===== src/rtl/b64d_pkg.sv =====
// Package with the types, codes and symbol lookup shared by the base64 decoder files.
`default_nettype none

package b64d_pkg;

   // Input action codes.
   localparam logic ACTION_CHAR = 1'b0;
   localparam logic ACTION_END  = 1'b1;

   // Result kind codes.
   localparam logic KIND_DATA   = 1'b0;
   localparam logic KIND_STATUS = 1'b1;

   // The padding character.
   localparam logic [7:0] PAD_CHAR = 8'h3D;

   // Results queue geometry.
   localparam int QUEUE_DEPTH   = 4;
   localparam int QUEUE_ADDR_W  = $clog2(QUEUE_DEPTH);
   localparam int QUEUE_COUNT_W = $clog2(QUEUE_DEPTH + 1);

   // Most results that one transaction can cause.
   localparam int MAX_RESULTS = 3;

   typedef enum logic [1:0] {
      STATUS_OK           = 2'd0,
      STATUS_TRUNCATED    = 2'd1,
      STATUS_PAD_ONE      = 2'd2,
      STATUS_PAD_BOUNDARY = 2'd3
   } status_type;

   typedef struct packed {
      logic       kind;
      logic [7:0] data_byte;
      logic [1:0] status;
      logic       last;
   } result_type;

   // All results of one input transaction; count holds 1 to MAX_RESULTS.
   typedef struct packed {
      logic [1:0]                   count;
      result_type [MAX_RESULTS-1:0] results;
   } bundle_type;

   typedef struct packed {
      logic       valid;
      logic [5:0] value;
   } symbol_type;

   // Maps a character to its 6-bit symbol value; valid is low outside the alphabet.
   function automatic symbol_type symbol_lookup(input logic [7:0] ch);
      symbol_type sym;
      sym.valid = 1'b1;
      sym.value = '0;
      if (ch inside {[8'h41:8'h5A]}) begin
         sym.value = 6'(ch - 8'h41);
      end else if (ch inside {[8'h61:8'h7A]}) begin
         sym.value = 6'(ch - 8'h61 + 8'd26);
      end else if (ch inside {[8'h30:8'h39]}) begin
         sym.value = 6'(ch - 8'h30 + 8'd52);
      end else if (ch == 8'h2B) begin
         sym.value = 6'd62;
      end else if (ch == 8'h2F) begin
         sym.value = 6'd63;
      end else begin
         sym.valid = 1'b0;
      end
      return sym;
   endfunction

   function automatic result_type data_result(input logic [7:0] value, input logic last);
      result_type r;
      r.kind      = KIND_DATA;
      r.data_byte = value;
      r.status    = STATUS_OK;
      r.last      = last;
      return r;
   endfunction

endpackage

`default_nettype wire


===== src/rtl/b64d_if.sv =====
// Valid/ready channel interfaces for the decoder's character input and result output.
`default_nettype none

interface b64d_req_if;
   logic       valid;
   logic       ready;
   logic       action;
   logic [7:0] ch;

   modport source (output valid, output action, output ch, input ready);
   modport sink   (input valid, input action, input ch, output ready);
endinterface

interface b64d_rsp_if;
   logic       valid;
   logic       ready;
   logic       kind;
   logic [7:0] data_byte;
   logic [1:0] status;
   logic       last;

   modport source (output valid, output kind, output data_byte, output status,
                   output last, input ready);
   modport sink   (input valid, input kind, input data_byte, input status,
                   input last, output ready);
endinterface

`default_nettype wire


===== src/rtl/b64d_result_queue.sv =====
// Queue of result bundles that hands out one result per output transaction.
`default_nettype none

module b64d_result_queue (
   input  wire logic               clock,
   input  wire logic               reset,
   input  wire logic               push,
   input  wire b64d_pkg::bundle_type push_bundle,
   output logic                    full,
   output logic                    out_valid,
   output b64d_pkg::result_type    out_result,
   input  wire logic               out_ready
);

   b64d_pkg::bundle_type entries_ff [b64d_pkg::QUEUE_DEPTH];

   logic [b64d_pkg::QUEUE_ADDR_W-1:0]  wr_ptr_ff, wr_ptr_in;
   logic [b64d_pkg::QUEUE_ADDR_W-1:0]  rd_ptr_ff, rd_ptr_in;
   logic [b64d_pkg::QUEUE_COUNT_W-1:0] count_ff, count_in;
   logic [1:0]                         sub_ff, sub_in;

   b64d_pkg::bundle_type head;
   logic                 pop_result;
   logic                 pop_entry;

   localparam logic [b64d_pkg::QUEUE_ADDR_W-1:0] LAST_ADDR =
      b64d_pkg::QUEUE_ADDR_W'(b64d_pkg::QUEUE_DEPTH - 1);
   localparam logic [b64d_pkg::QUEUE_COUNT_W-1:0] FULL_COUNT =
      b64d_pkg::QUEUE_COUNT_W'(b64d_pkg::QUEUE_DEPTH);
   localparam logic [b64d_pkg::QUEUE_ADDR_W-1:0] ADDR_STEP =
      b64d_pkg::QUEUE_ADDR_W'(1);
   localparam logic [b64d_pkg::QUEUE_COUNT_W-1:0] COUNT_STEP =
      b64d_pkg::QUEUE_COUNT_W'(1);

   assign head       = entries_ff[rd_ptr_ff];
   assign full       = (count_ff == FULL_COUNT);
   assign out_valid  = (count_ff != '0);
   assign out_result = head.results[sub_ff];
   assign pop_result = out_valid && out_ready;
   assign pop_entry  = pop_result && (sub_ff == head.count - 2'd1);

   always_comb begin
      wr_ptr_in = wr_ptr_ff;
      rd_ptr_in = rd_ptr_ff;
      count_in  = count_ff;
      sub_in    = sub_ff;
      if (push) begin
         wr_ptr_in = (wr_ptr_ff == LAST_ADDR) ? '0 : wr_ptr_ff + ADDR_STEP;
      end
      if (pop_result) begin
         sub_in = sub_ff + 2'd1;
      end
      if (pop_entry) begin
         sub_in    = '0;
         rd_ptr_in = (rd_ptr_ff == LAST_ADDR) ? '0 : rd_ptr_ff + ADDR_STEP;
      end
      if (push && !pop_entry) begin
         count_in = count_ff + COUNT_STEP;
      end else if (!push && pop_entry) begin
         count_in = count_ff - COUNT_STEP;
      end
   end

   always_ff @(posedge clock) begin
      if (reset) begin
         wr_ptr_ff <= '0;
         rd_ptr_ff <= '0;
         count_ff  <= '0;
         sub_ff    <= '0;
      end else begin
         wr_ptr_ff <= wr_ptr_in;
         rd_ptr_ff <= rd_ptr_in;
         count_ff  <= count_in;
         sub_ff    <= sub_in;
      end
   end

   always_ff @(posedge clock) begin
      if (push) begin
         entries_ff[wr_ptr_ff] <= push_bundle;
      end
   end

endmodule

`default_nettype wire


===== src/rtl/base64_decoder.sv =====
// Top level of the streaming base64 decoder.
`default_nettype none

// Channel  Direction  Payload                              Transaction
// -------  ---------  -----------------------------------  --------------------------
// req      in         action (1), ch (8)                   one character or end mark
// rsp      out        kind (1), data_byte (8), status (2),  one data byte or status
//                     last (1)
//
// The decoder takes one input transaction per cycle while the queue is not full;
// each one updates the symbol state at once and parks its zero to three results
// as a single bundle in a four-entry queue, where the bundle is registered before
// its first result shows on rsp. The queue drains one result per cycle while
// rsp.ready is high, which sets the sustained rate when the input keeps producing
// triples. Reset is synchronous and clears the symbol state and the queue. A
// stalled rsp fills the queue, and req.ready drops only when the queue is full.
module base64_decoder (
   input wire logic   clock,
   input wire logic   reset,
   b64d_req_if.sink   req,
   b64d_rsp_if.source rsp
);

   // Symbol accumulator state, one string at a time.
   logic [17:0] symbol_bits_ff,    symbol_bits_in;
   logic [1:0]  symbol_count_ff,   symbol_count_in;
   logic        padding_seen_ff,   padding_seen_in;
   logic [1:0]  pending_status_ff, pending_status_in;

   logic                  accept;
   logic                  queue_full;
   logic                  push;
   b64d_pkg::bundle_type  bundle;
   b64d_pkg::symbol_type  sym;
   logic [23:0]           full_group;
   b64d_pkg::result_type  head_result;
   logic                  head_valid;

   assign req.ready  = !queue_full;
   assign accept     = req.valid && req.ready;
   assign sym        = b64d_pkg::symbol_lookup(req.ch);
   assign full_group = {symbol_bits_ff, sym.value};

   // Decode of one transaction: results and the next symbol state.
   always_comb begin
      symbol_bits_in    = symbol_bits_ff;
      symbol_count_in   = symbol_count_ff;
      padding_seen_in   = padding_seen_ff;
      pending_status_in = pending_status_ff;
      push              = 1'b0;
      bundle            = '0;

      if (req.action == b64d_pkg::ACTION_END) begin
         // The end mark reports the status and starts a fresh string.
         push                       = 1'b1;
         bundle.count               = 2'd1;
         bundle.results[0].kind     = b64d_pkg::KIND_STATUS;
         bundle.results[0].last     = 1'b1;
         if (padding_seen_ff) begin
            bundle.results[0].status = pending_status_ff;
         end else if (symbol_count_ff != 2'd0) begin
            bundle.results[0].status = b64d_pkg::STATUS_TRUNCATED;
         end else begin
            bundle.results[0].status = b64d_pkg::STATUS_OK;
         end
         symbol_bits_in    = '0;
         symbol_count_in   = '0;
         padding_seen_in   = 1'b0;
         pending_status_in = b64d_pkg::STATUS_OK;
      end else if (padding_seen_ff) begin
         // Everything after the padding character is ignored.
      end else if (req.ch == b64d_pkg::PAD_CHAR) begin
         padding_seen_in   = 1'b1;
         pending_status_in = b64d_pkg::STATUS_OK;
         symbol_bits_in    = '0;
         symbol_count_in   = '0;
         case (symbol_count_ff)
            2'd0: begin
               pending_status_in = b64d_pkg::STATUS_PAD_BOUNDARY;
            end
            2'd1: begin
               pending_status_in = b64d_pkg::STATUS_PAD_ONE;
            end
            2'd2: begin
               push              = 1'b1;
               bundle.count      = 2'd1;
               bundle.results[0] = b64d_pkg::data_result(symbol_bits_ff[11:4], 1'b1);
            end
            default: begin
               push              = 1'b1;
               bundle.count      = 2'd2;
               bundle.results[0] = b64d_pkg::data_result(symbol_bits_ff[17:10], 1'b0);
               bundle.results[1] = b64d_pkg::data_result(symbol_bits_ff[9:2], 1'b1);
            end
         endcase
      end else if (sym.valid) begin
         if (symbol_count_ff == 2'd3) begin
            // Fourth symbol completes a group of three bytes.
            push              = 1'b1;
            bundle.count      = 2'd3;
            bundle.results[0] = b64d_pkg::data_result(full_group[23:16], 1'b0);
            bundle.results[1] = b64d_pkg::data_result(full_group[15:8], 1'b0);
            bundle.results[2] = b64d_pkg::data_result(full_group[7:0], 1'b1);
            symbol_bits_in    = '0;
            symbol_count_in   = '0;
         end else begin
            symbol_bits_in  = full_group[17:0];
            symbol_count_in = symbol_count_ff + 2'd1;
         end
      end
   end

   always_ff @(posedge clock) begin
      if (reset) begin
         symbol_bits_ff    <= '0;
         symbol_count_ff   <= '0;
         padding_seen_ff   <= 1'b0;
         pending_status_ff <= b64d_pkg::STATUS_OK;
      end else if (accept) begin
         symbol_bits_ff    <= symbol_bits_in;
         symbol_count_ff   <= symbol_count_in;
         padding_seen_ff   <= padding_seen_in;
         pending_status_ff <= pending_status_in;
      end
   end

   // Results wait here until the downstream side takes them one by one.
   b64d_result_queue u_queue (
      .clock       (clock),
      .reset       (reset),
      .push        (accept && push),
      .push_bundle (bundle),
      .full        (queue_full),
      .out_valid   (head_valid),
      .out_result  (head_result),
      .out_ready   (rsp.ready)
   );

   assign rsp.valid     = head_valid;
   assign rsp.kind      = head_result.kind;
   assign rsp.data_byte = head_result.data_byte;
   assign rsp.status    = head_result.status;
   assign rsp.last      = head_result.last;

endmodule

`default_nettype wire

===== src/flat_wrapper.sv =====
// flat-port wrapper written by rule: the top's interface ports become plain ports
module base64_decoder_flat 
  (clock, reset, req_valid, req_action, req_ch, req_ready, rsp_valid, rsp_kind, rsp_data_byte, rsp_status, rsp_last, rsp_ready);
  b64d_req_if req_i ();
  b64d_rsp_if rsp_i ();
  input wire logic clock;
  input wire logic reset;
  input wire logic [$bits(req_i.valid)-1:0] req_valid;
  input wire logic [$bits(req_i.action)-1:0] req_action;
  input wire logic [$bits(req_i.ch)-1:0] req_ch;
  output wire logic [$bits(req_i.ready)-1:0] req_ready;
  output wire logic [$bits(rsp_i.valid)-1:0] rsp_valid;
  output wire logic [$bits(rsp_i.kind)-1:0] rsp_kind;
  output wire logic [$bits(rsp_i.data_byte)-1:0] rsp_data_byte;
  output wire logic [$bits(rsp_i.status)-1:0] rsp_status;
  output wire logic [$bits(rsp_i.last)-1:0] rsp_last;
  input wire logic [$bits(rsp_i.ready)-1:0] rsp_ready;
  assign req_i.valid = req_valid;
  assign req_i.action = req_action;
  assign req_i.ch = req_ch;
  assign req_ready = req_i.ready;
  assign rsp_valid = rsp_i.valid;
  assign rsp_kind = rsp_i.kind;
  assign rsp_data_byte = rsp_i.data_byte;
  assign rsp_status = rsp_i.status;
  assign rsp_last = rsp_i.last;
  assign rsp_i.ready = rsp_ready;
  base64_decoder u_core (.clock(clock), .reset(reset), .req(req_i), .rsp(rsp_i));
endmodule

===== config.mk =====
export PLATFORM = sky130hd
export DESIGN_NAME = base64_decoder_flat
export DESIGN_NICKNAME = d
export VERILOG_FILES = /design/src/rtl/b64d_pkg.sv /design/src/rtl/b64d_if.sv /design/src/rtl/b64d_result_queue.sv /design/src/rtl/base64_decoder.sv /design/src/flat_wrapper.sv
export SDC_FILE = /design/constraint.sdc
export NUM_CORES = 1
export LEC_CHECK = 0
export ABC_AREA = 1
export BUFFER_PORTS_ARGS = -buffer_cell sky130_fd_sc_hd__clkbuf_2
export CAP_MARGIN = 40
export CORE_UTILIZATION = 60
export CTS_CLUSTER_DIAMETER = 50
export DETAILED_ROUTE_END_ITERATION = 12
export PLACE_DENSITY = 0.78
export SYNTH_ARGS = -nofsm -noshare
export SYNTH_HDL_FRONTEND = slang
export SYNTH_SLANG_ARGS = --single-unit

===== constraint.sdc =====
create_clock -name clock -period 5.55 [get_ports clock]
set_clock_uncertainty 0.2 [all_clocks]
set_input_delay 0 -clock clock [delete_from_list [all_inputs] [get_ports clock]]
set_output_delay 0 -clock clock [all_outputs]
set_load 0.005 [all_outputs]

==> results by group, run 1 <==
Run status
  – Status: completed

Synth
  – Largest family of logic cells by synthesized area: simple AND/OR/NAND/NOR gates
  – EDFF count, synth: 128
  – Synth Area in XOR/XNOR: under 10%
  – Yosys warnings: 0
  – Cell taking the most area after synthesis: edfxtp_1
  – FFs w/ async S/R, synth: 0%
  – Post-synthesis compound-gate area fraction: between 10% and 20%
  – Post-Syn Nets: ~810
  – Synth Area in Adders: ~3.6%
  – Simple-gate share of the synthesized area: around 18%
  – Cells after Synth: between 700 and 800
  – Multiplexer share of the synthesized area: 0%
  – Mapped cell area: between 7000 and 8000 µm²
  – Ranking of synthesized cells by area: edfxtp_1 (51%), dfxtp_1 (9.0%), nor2_1 (6.7%)
  – Yosys reg bits: about 160
  – Top cell type's share of synthesized area: roughly half
  – Post-synth cell types: 38
  – Top FF cell, synth: edfxtp_1
  – Mean Syn Cell Area: 9.81 µm²
  – Seq/Total Area, Yosys: between 50% and 60%

Layout
  – Layout cells sized above 1: ~13%
  – Fin util: 70.5%
  – Final nets: approximately 840
  – Area grow syn2layout: 12.9%
  – Fillers: slightly below 900
  – Ant. Diodes: 0

Worst setup path
  – Startpoint Class: flop
  – Critical Path End Type: flop
  – Worst reg-to-reg setup slack: 1.99 ns
  – WS Path Type: reg2reg
  – Most frequent CP cell: nand2_1
  – Worst path cell trace: buf_4 > inv_2 > nand2_1 > nand3_1 > nand2_1 > xor2_1 > nand3_1 > nand3b_1 > ha_1 > inv_1 > fa_1 > nor2_1 > nor2_1 > nand2_1 > o21ai_0 > a21oi_1
  – WP buf/inv: 3
  – CP required: between 5 and 6 ns
  – Crit path DAT: 3.70 ns
  – Crit Path Max Fanout: 65
  – Crit-path max cell delay: between 0.4 and 0.5 ns
  – Slowest-stage cell, CP: buf_4
  – Family with the most delay on the worst path: buffers and inverters

Global route
  – Vias in the first global route: about 5600
  – Gr usage total: approximately 29%
  – Initial antenna violation count: 0
  – Largest net degree at the start of global routing: 66
  – First-pass GRT wire length: around 28000 µm
  – Global route total overflow: 0

Timing
  – Fmax: about 280 MHz
  – RSZ-0062 raised after global routing: no
  – Tcrit/Tclk final: 64.1%
  – Final setup vio count: 0
  – Worst Max-Slew Pin Slew: between 0.9 and 1 ns
  – Final worst setup slack: 1.99 ns
  – Final Hold Vio Count: 0
  – Max transition margin: between 30% and 40%
  – Final min period: about 3.6 ns
  – Max-slew violations: 0
  – Setup TNS: 0 ns

Floorplanning
  – Chip width: 115 µm
  – Die Height: about 110 µm
  – Core footprint: ~12000 µm²
  – Site Rows: 40
  – Starting Density: between 60% and 70%
  – Full die area: 13100 µm²
  – # IOs: 27

Clock tree
  – CTS sink cnt: around 160
  – CTS buffer count: 17
  – Clk slew on worst S/H paths: about 0.060 ns
  – Post-CTS setup buffers: 0
  – Bufs on Longest Clock Path: 2
  – CTS root buf: clkbuf_16
  – TritonCTS clock tree: built
  – Skew-Pair Late Insertion Delay: roughly 0.42 ns
  – Htree depth: 4

Routing
  – Number of routed nets with antenna violations: 0
  – Pre-antenna DRT Iters: 5
  – WL/cell: between 15 and 20 µm
  – Drt total wl: around 18000 µm
  – Initial DRC Count: around 500
  – Vias post-DR: about 5700
  – Vias per std cell: 5.79
  – DR DRC count: 0

Flow run
  – Max_cap viols: 0

Pwr
  – Power Density: 420 nW/µm²
  – Lkg Pwr: ~3.3 nW
  – Peak supply drop: around 260 µV

Placement
  – Routability Congestion: between 0.8 and 0.9
  – Pre-CTS WS: ~2.0 ns
  – Port bufs: 26
  – DP Wirelength: 11200 µm

Worst hold path
  – Type of the worst min-delay path: in2reg
  – Worst Hold Launch: req_ch[3]
[flip-flops by register name, summed over array words and instances (netlist names), 2 cells and up, named ones only]
register                   cells
u_core.u_queue.rd_ptr_ff       2
u_core.u_queue.entries_ff    128
u_core.u_queue.count_ff        3
u_core.pending_status_ff       2
u_core.u_queue.sub_ff          2
u_core.u_queue.wr_ptr_ff       2
u_core.symbol_count_ff         2
u_core.symbol_bits_ff         18
[cells in the mapped netlist (2+ instances only)]
library cell  number
a21oi_1           36
nand2_1          110
buf_4              3
a21oi_2            9
inv_2              7
nor2_4             2
xor2_1             9
o22ai_1           28
edfxtp_1         128
o21ai_0           89
nand2_4            4
o31ai_1            2
nand2_2            6
ha_1              20
buf_2              3
nor2_1           135
clkbuf_1          22
o21ai_1            2
nand3_1           32
inv_1             53
nand4_1           16
buf_6              2
xnor2_1            2
dfxtp_1           34
nand3b_1           7
[worst register-to-register path: stages, from the launching register on]
cell      delay, ns
dfxtp_2        0.31
buf_4          0.49
inv_2          0.39
nand2_1        0.21
nand3_1        0.09
nand2_1        0.10
xor2_1         0.19
nand3_1        0.09
nand3b_1       0.22
ha_1           0.20
inv_1          0.08
fa_1           0.46
nor2_1         0.12
nor2_1         0.05
nand2_1        0.07
o21ai_0        0.08
a21oi_1        0.14
[final timing paths]
check	to	cells past startpoint
hold / removal	u_core.symbol_bits_ff[3]	7
setup / recovery	u_core.u_queue.count_ff[2]	16
setup reg to reg	u_core.u_queue.count_ff[2]	16
hold reg to reg	u_core.pending_status_ff[0]	2
[layer usage]
layer	wire length (µm)	track usage [%]	vias up
met1	7190	34.8	2721
li1	-	-	2736
met3	1170	6.41	25
met4	306	10.3	0
met5	0	0	-
met2	8890	49.9	230
[repair_timing]
item	in CTS	in global routing
hold buffers	6	0
endpoints found under the hold margin	41	0
gates resized for setup	0	0
[power breakdown]
group	internal (mW)	leakage [nW]	total [mW]	switching (mW)
Sequential	1.38	1.51	1.42	0.0343
Clock	0.751	0.300	1.21	0.459
Combinational	0.327	1.48	0.975	0.647
Total	2.46	3.29	3.60	1.14
[cell usage in the layout (no fill, tap or decap), drive strengths merged]
cell,count
ha,20
fa,1
edfxtp,128
inv,61
clkinv,7
or2,1
clkbuf,44
nand3,34
o22ai,28
o21ai,91
a21oi,45
nand3b,7
o211a,1
o31ai,2
buf,11
nor2,138
nand2,120
bufinv,4
o2111ai,1
a211oi,1
nand2b,1
clkinvlp,2
nor3,1
and3,1
a31oi,1
xor2,9
dlygate4sd3,6
nand4,16
dfxtp,34
xnor2,2
[cell type report]
| cell class | count | area, µm² | share of cell area, % |
|---|---|---|---|
| clock inverter | 14 | 188 | 2.19 |
| clock buffer | 18 | 429 | 5.01 |
| sequential | 162 | 4530 | 52.8 |
| inverter | 60 | 225 | 2.63 |
| tap | 168 | 210 | 2.45 |
| timing repair buffer | 43 | 285 | 3.33 |
| multi-input combinational | 521 | 2710 | 31.6 |
[stage by stage]
stage               std cells  total power [mW]  hold slack, ns  instance area, µm²
floorplan                 774              2.07          -0.122                7590
global placement          945              2.33           0.111                7860
detailed placement        948              2.40           0.126                7900
CTS                       986              3.61          0.0852                8570
global route              986              3.78           0.197                8570
finish                    986              3.60          0.0932                8570
[cells by family (layout without fill, tap and decap cells)]
logic type,Yosys count,after routing
simple gates,319,319
compound gates,170,170
flops,162,162
buf+inv,91,135
fa+ha+maj,21,21
xor+xnor,11,11
(Power assumes the default switching activity.)
==> inputs of run 2 (changes only) <==
Settings changed: CORE_UTILIZATION 60 to 56, PLACE_DENSITY 0.78 to 0.76.
Clock period 5.55 ns to 3.1 ns, I/O delays scaled along.
==> results by group, run 2 (synthesis results as in run 1) <==
Routing
  – Number of routed nets with antenna violations: 0
  – Pre-antenna DRT Iters: 6
  – DR DRC count: 0
  – Vias per std cell: roughly 5.7
  – Initial DRC Count: roughly 740
  – Drt total wl: 17000 µm
  – WL/cell: ~17 µm
  – Vias post-DR: 5735

Global route
  – First-pass GRT wire length: approximately 28000 µm
  – Vias in the first global route: around 5500
  – Gr usage total: between 20 and 30%
  – Initial antenna violation count: 0
  – Global route total overflow: 0
  – Largest net degree at the start of global routing: 55

Clock tree
  – CTS root buf: clkbuf_16
  – CTS sink cnt: 162
  – Post-CTS setup buffers: 0
  – TritonCTS clock tree: built
  – Htree depth: 4
  – Clk slew on worst S/H paths: around 0.070 ns
  – Bufs on Longest Clock Path: 2
  – Skew-Pair Late Insertion Delay: roughly 0.43 ns
  – CTS buffer count: 17

Layout
  – Ant. Diodes: 0
  – Largest Register: u_core.u_queue.entries_ff
  – Most common cell after layout, fill and taps aside: nor2_1
  – Final nets: around 840
  – Post-Layout Inst Area: 8640 µm²
  – Area grow syn2layout: 13.7%
  – Fin cells: roughly 1000
  – Number of flip-flops under the largest register name: ~130
  – Commonest non-fill, non-tap cells in the layout: nor2_1 (131), edfxtp_1 (128), nand2_1 (109)
  – Layout cells sized above 1: 13.6%
  – Regs by FF count: u_core.u_queue.entries_ff (128), u_core.symbol_bits_ff (18), u_core.u_queue.count_ff (3)

Worst hold path
  – Type of the worst min-delay path: in2reg

Timing
  – Max-slew violations: 0
  – Worst Max-Slew Pin Slew: around 0.83 ns
  – Final setup vio count: 0
  – Final Hold Vio Count: 0
  – Hold slack: a little over 0.08 ns
  – Max transition margin: 44.2%
  – RSZ-0062 raised after global routing: no
  – Fmax: 363 MHz
  – Tcrit/Tclk final: between 80% and 90%
  – Final min period: roughly 2.8 ns

Run status
  – Status: completed

Pwr
  – Final Total Pwr: approximately 6.3 mW
  – Lkg Pwr: 3.31 nW
  – Peak supply drop: about 460 µV
  – Power Density: between 700 and 800 nW/µm²

Placement
  – Placed instance area: about 8000 µm²
  – Placed insts: 960
  – Port bufs: 26
  – DP Wirelength: approximately 11000 µm
  – Routability Congestion: 0.858

Floorplanning
  – Starting Density: 57.4%
  – Site Rows: 42
  – Full die area: about 14000 µm²
  – # IOs: 27
  – Chip width: around 120 µm
  – Die Height: 118 µm
  – Core footprint: approximately 13000 µm²

Worst setup path
  – Critical Path End Type: flop
  – Crit path DAT: 2.92 ns
  – Startpoint Class: primary input
  – CP required: between 3 and 4 ns
  – Crit Path Max Fanout: 7
  – WS Path Type: in2reg

Flow run
  – Max_cap viols: 0
## run 2: cell count changes in the layout (fill, tap and decap cells not counted), sizes merged
| cell | before | now |
|---|---|---|
| buf | 11 | 15 |
| inv | 61 | 65 |
| bufinv | 4 | 1 |
| clkinvlp | 2 | 1 |
| dlygate4sd3 | 6 | 7 |
## run 2: worst max-delay path: stages
cell and delay, ns:
dlygate4sd3_1 0.52, clkbuf_4 0.16, inv_1 0.08, ha_1 0.23, inv_1 0.07, nand2_1 0.05
nand2_1 0.09, inv_1 0.06, a21oi_1 0.15, nand2_2 0.08, nand3_2 0.10, nand3_2 0.08
nand2_2 0.08, nand2_1 0.06, inv_1 0.06, ha_1 0.14, inv_1 0.07, fa_2 0.39
nor2_1 0.11, nor2_1 0.04, nand2_1 0.07, o21ai_0 0.07, a21oi_1 0.15
## run 2: final timing paths
kind | slack, ns | start | cells after the start | endpoint
hold reg to reg | 0.28 | u_core.u_queue.rd_ptr_ff[0] | 2 | flop
setup / recovery | 0.34 | req_ch[0] | 23 | u_core.u_queue.count_ff[2]
hold / removal | 0.08 | req_ch[3] | 7 | u_core.symbol_bits_ff[3]
setup reg to reg | 0.46 | u_core.u_queue.count_ff[1] | 10 | u_core.symbol_bits_ff[0]
## run 2: routing by layer
metal | GRT usage [%] | vias up | wire, µm
met5 | 0 | - | 0
met4 | 8.39 | 0 | 283
met3 | 4.87 | 31 | 1210
met2 | 43.6 | 243 | 8470
met1 | 33.3 | 2716 | 7040
li1 | - | 2745 | -
## run 2: layout make-up
type	instances	area, µm²
clock buffer	18	429
clock inverter	14	148
fill	1018	4610
inverter	60	225
multi-input combinational	521	2720
sequential	162	4530
tap	176	220
timing repair buffer	48	365
## run 2: stage by stage
step	setup slack, ns	util (%)	TNS (ns)
finish	0.343	65.2	0
global route	0.0626	65.2	0
floorplan	-0.202	-	-25.90
global placement	0.287	60.1	0
detailed placement	0.143	60.2	0
CTS	0.201	65.1	0
## run 2: report_power, final
part | leakage [nW] | internal, mW | total, mW | switching [mW]
clock network | 0.279 | 1.13 | 2.03 | 0.897
logic | 1.51 | 0.603 | 1.75 | 1.14
registers | 1.51 | 2.47 | 2.54 | 0.0710
total | 3.31 | 4.21 | 6.32 | 2.11
## run 2: repair_timing
item / CTS / global route
gates resized for setup: 0 / 6
hold buffers: 7 / 0
endpoints found under the hold margin: 37 / 0
endpoints found under the setup margin: 0 / 2
==> inputs of run 3 (changes only) <==
Settings changed: CORE_MARGIN from default to 2, CORE_UTILIZATION 56 to 60, PLACE_DENSITY 0.76 to 0.78.
Clock period 3.1 ns to 2.7 ns, I/O delays scaled along.
==> results by group, run 3 (synthesis results as in run 1) <==
Pwr
  – Switching Fraction: 32.2%
  – Int Power: 4.77 mW
  – Power Density: 810 nW/µm²
  – Final Total Pwr: ~7.0 mW
  – Sw power: 2.27 mW
  – Comb pwr share: between 20% and 30%
  – Lkg Pwr: between 3 and 4 nW
  – Seq pwr share: about two fifths
  – Peak supply drop: about 440 µV
  – Clock Power Share: between 20% and 30%

Layout
  – Number of flip-flops under the largest register name: 128
  – Ant. Diodes: 0
  – Post-Layout Inst Area: around 8700 µm²
  – Layout cells sized above 1: between 10 and 15%
  – Area grow syn2layout: 14.3%
  – Most common cell after layout, fill and taps aside: nor2_1
  – Fillers: ~930
  – Final nets: between 800 and 900
  – Largest Register: u_core.u_queue.entries_ff
  – Regs by FF count: u_core.u_queue.entries_ff (128), u_core.symbol_bits_ff (18), u_core.u_queue.count_ff (3)
  – Commonest non-fill, non-tap cells in the layout: nor2_1 (130), edfxtp_1 (128), nand2_1 (110)

Placement
  – Port bufs: 26
  – Routability Congestion: about 0.9
  – Placed instance area: between 8000 and 9000 µm²
  – DP Wirelength: 10900 µm

Clock tree
  – Clk slew on worst S/H paths: 0.06 ns
  – CTS buffer count: 17
  – Bufs on Longest Clock Path: 2
  – CTS root buf: clkbuf_16
  – TritonCTS clock tree: built
  – Skew-Pair Late Insertion Delay: around 0.42 ns
  – Htree depth: 4
  – CTS sink cnt: around 160

Worst setup path
  – Crit path DAT: ~2.7 ns
  – Startpoint Class: flop
  – Worst Setup EP: u_core.u_queue.count_ff[2]
  – R2R Path End: u_core.u_queue.count_ff[2]
  – Worst reg-to-reg setup slack: about 0.18 ns
  – Slowest-stage cell, CP: fa_1
  – Crit Path Max Fanout: 5
  – CP required: roughly 2.9 ns
  – Most frequent CP cell: nand2_1
  – Crit path from: u_core.symbol_count_ff[1]
  – Crit-path max cell delay: approximately 0.45 ns
  – R2r startpoint: u_core.symbol_count_ff[1]
  – WS Path Type: reg2reg
  – Critical Path End Type: flop
  – Worst R2R Path Depth: 15
  – Worst path cell trace: ha_1 > nand2_1 > inv_1 > nand3_1 > nand2_1 > nand2_1 > inv_1 > ha_1 > inv_1 > fa_1 > nor2_1 > nor2_1 > nand2_1 > o21ai_0 > a21oi_1

Floorplanning
  – Core footprint: approximately 12000 µm²
  – # IOs: 27
  – Site Rows: roughly 40
  – Chip width: between 100 and 150 µm
  – Starting Density: around three fifths
  – Die Height: 117 µm
  – Full die area: 13600 µm²

Timing
  – Hold slack: ~0.081 ns
  – Max transition margin: between 50% and 60%
  – Tcrit/Tclk final: a little over 90%
  – Setup TNS: 0 ns
  – Final Hold Vio Count: 0
  – Max-slew violations: 0
  – Fmax: a little under 400 MHz
  – Final setup vio count: 0
  – Worst Max-Slew Pin Slew: between 0.6 and 0.7 ns
  – Final min period: 2.52 ns

Worst hold path
  – Worst Hold Launch: req_ch[0]
  – Type of the worst min-delay path: in2reg

Global route
  – Global route total overflow: 0
  – Largest net degree at the start of global routing: 61
  – Vias in the first global route: about 5600
  – Gr usage total: between 20% and 30%
  – First-pass GRT wire length: 27800 µm
  – Initial antenna violation count: 0

Routing
  – Vias per std cell: 5.77
  – Drt total wl: about 17000 µm
  – DR DRC count: 0
  – Number of routed nets with antenna violations: 0
  – Pre-antenna DRT Iters: 6
  – Vias post-DR: about 6000
  – Initial DRC Count: between 600 and 700
  – WL/cell: approximately 17 µm

Run status
  – Status: completed

Flow run
  – Max_cap viols: 0
[run 3: worst min-delay path by stage]
stage,depth (start not counted),slack [ns],endpoint
after global routing,8,0.09,u_core.symbol_bits_ff[0]
final,8,0.08,u_core.symbol_bits_ff[0]
after global placement,3,0.12,u_core.u_queue.sub_ff[0]
after CTS,8,0.06,u_core.symbol_bits_ff[0]
after detailed placement,3,0.13,u_core.u_queue.sub_ff[0]
after floorplan,1,-0.12,u_core.padding_seen_ff
[run 3: routing by layer]
metal / GRT usage (%) / share of wire [%] / up-vias
li1: - / - / 2785
met3: 5.86 / 6.3 / 40
met4: 13.5 / 3.5 / 0
met5: 0 / 0 / -
met2: 43.2 / 48 / 220
met1: 36.1 / 42 / 2782
[run 3: critical path: cells and delay by family (launching register included)]
family                   cells  cell delay [ns]
AO/OA/AOI/OAI                2             0.19
adder cells (fa/ha/maj)      3             0.86
buffers and inverters        3             0.20
flip-flops                   1             0.39
AND/OR/NAND/NOR              7             0.62
[run 3: area by class of cell]
class | instances | area [µm²] | area share (%)
repair buffers | 67 | 500 | 5.76
well taps | 172 | 215 | 2.48
flip-flops and latches | 162 | 4530 | 52.1
multi-input cells | 521 | 2710 | 31.2
clock buffers | 18 | 429 | 4.94
clock inverters | 10 | 72.6 | 0.836
inverters | 60 | 228 | 2.62
[run 3: what timing repair did]
action                                  4_1_cts  5_1_grt
hold endpoints to repair                     33        0
endpoints found under the setup margin        0        1
buffers inserted                              0        0
gates resized for setup                       0        4
hold buffers                                  5        0
[run 3: power groups by stage]
stage | Sequential [mW] | Clock, mW | Combinational (mW)
floorplan | 2.94 | 0 | 1.30
global placement | 2.96 | 0 | 1.95
detailed placement | 2.97 | 0 | 2.01
CTS | 2.92 | 2.10 | 2.03
global route | 2.94 | 2.21 | 2.27
finish | 2.92 | 2.08 | 2.04
[run 3: metrics by stage]
step / setup WS (ns) / util [%] / std cells
2_1_floorplan: -0.121 / - / 774
3_3_place_gp: 0.0701 / 65.2 / 977
3_5_place_dp: -0.0403 / 65.2 / 977
4_1_cts: 0.163 / 69.6 / 1010
5_1_grt: -0.000882 / 69.7 / 1010
6_report: 0.176 / 69.7 / 1010
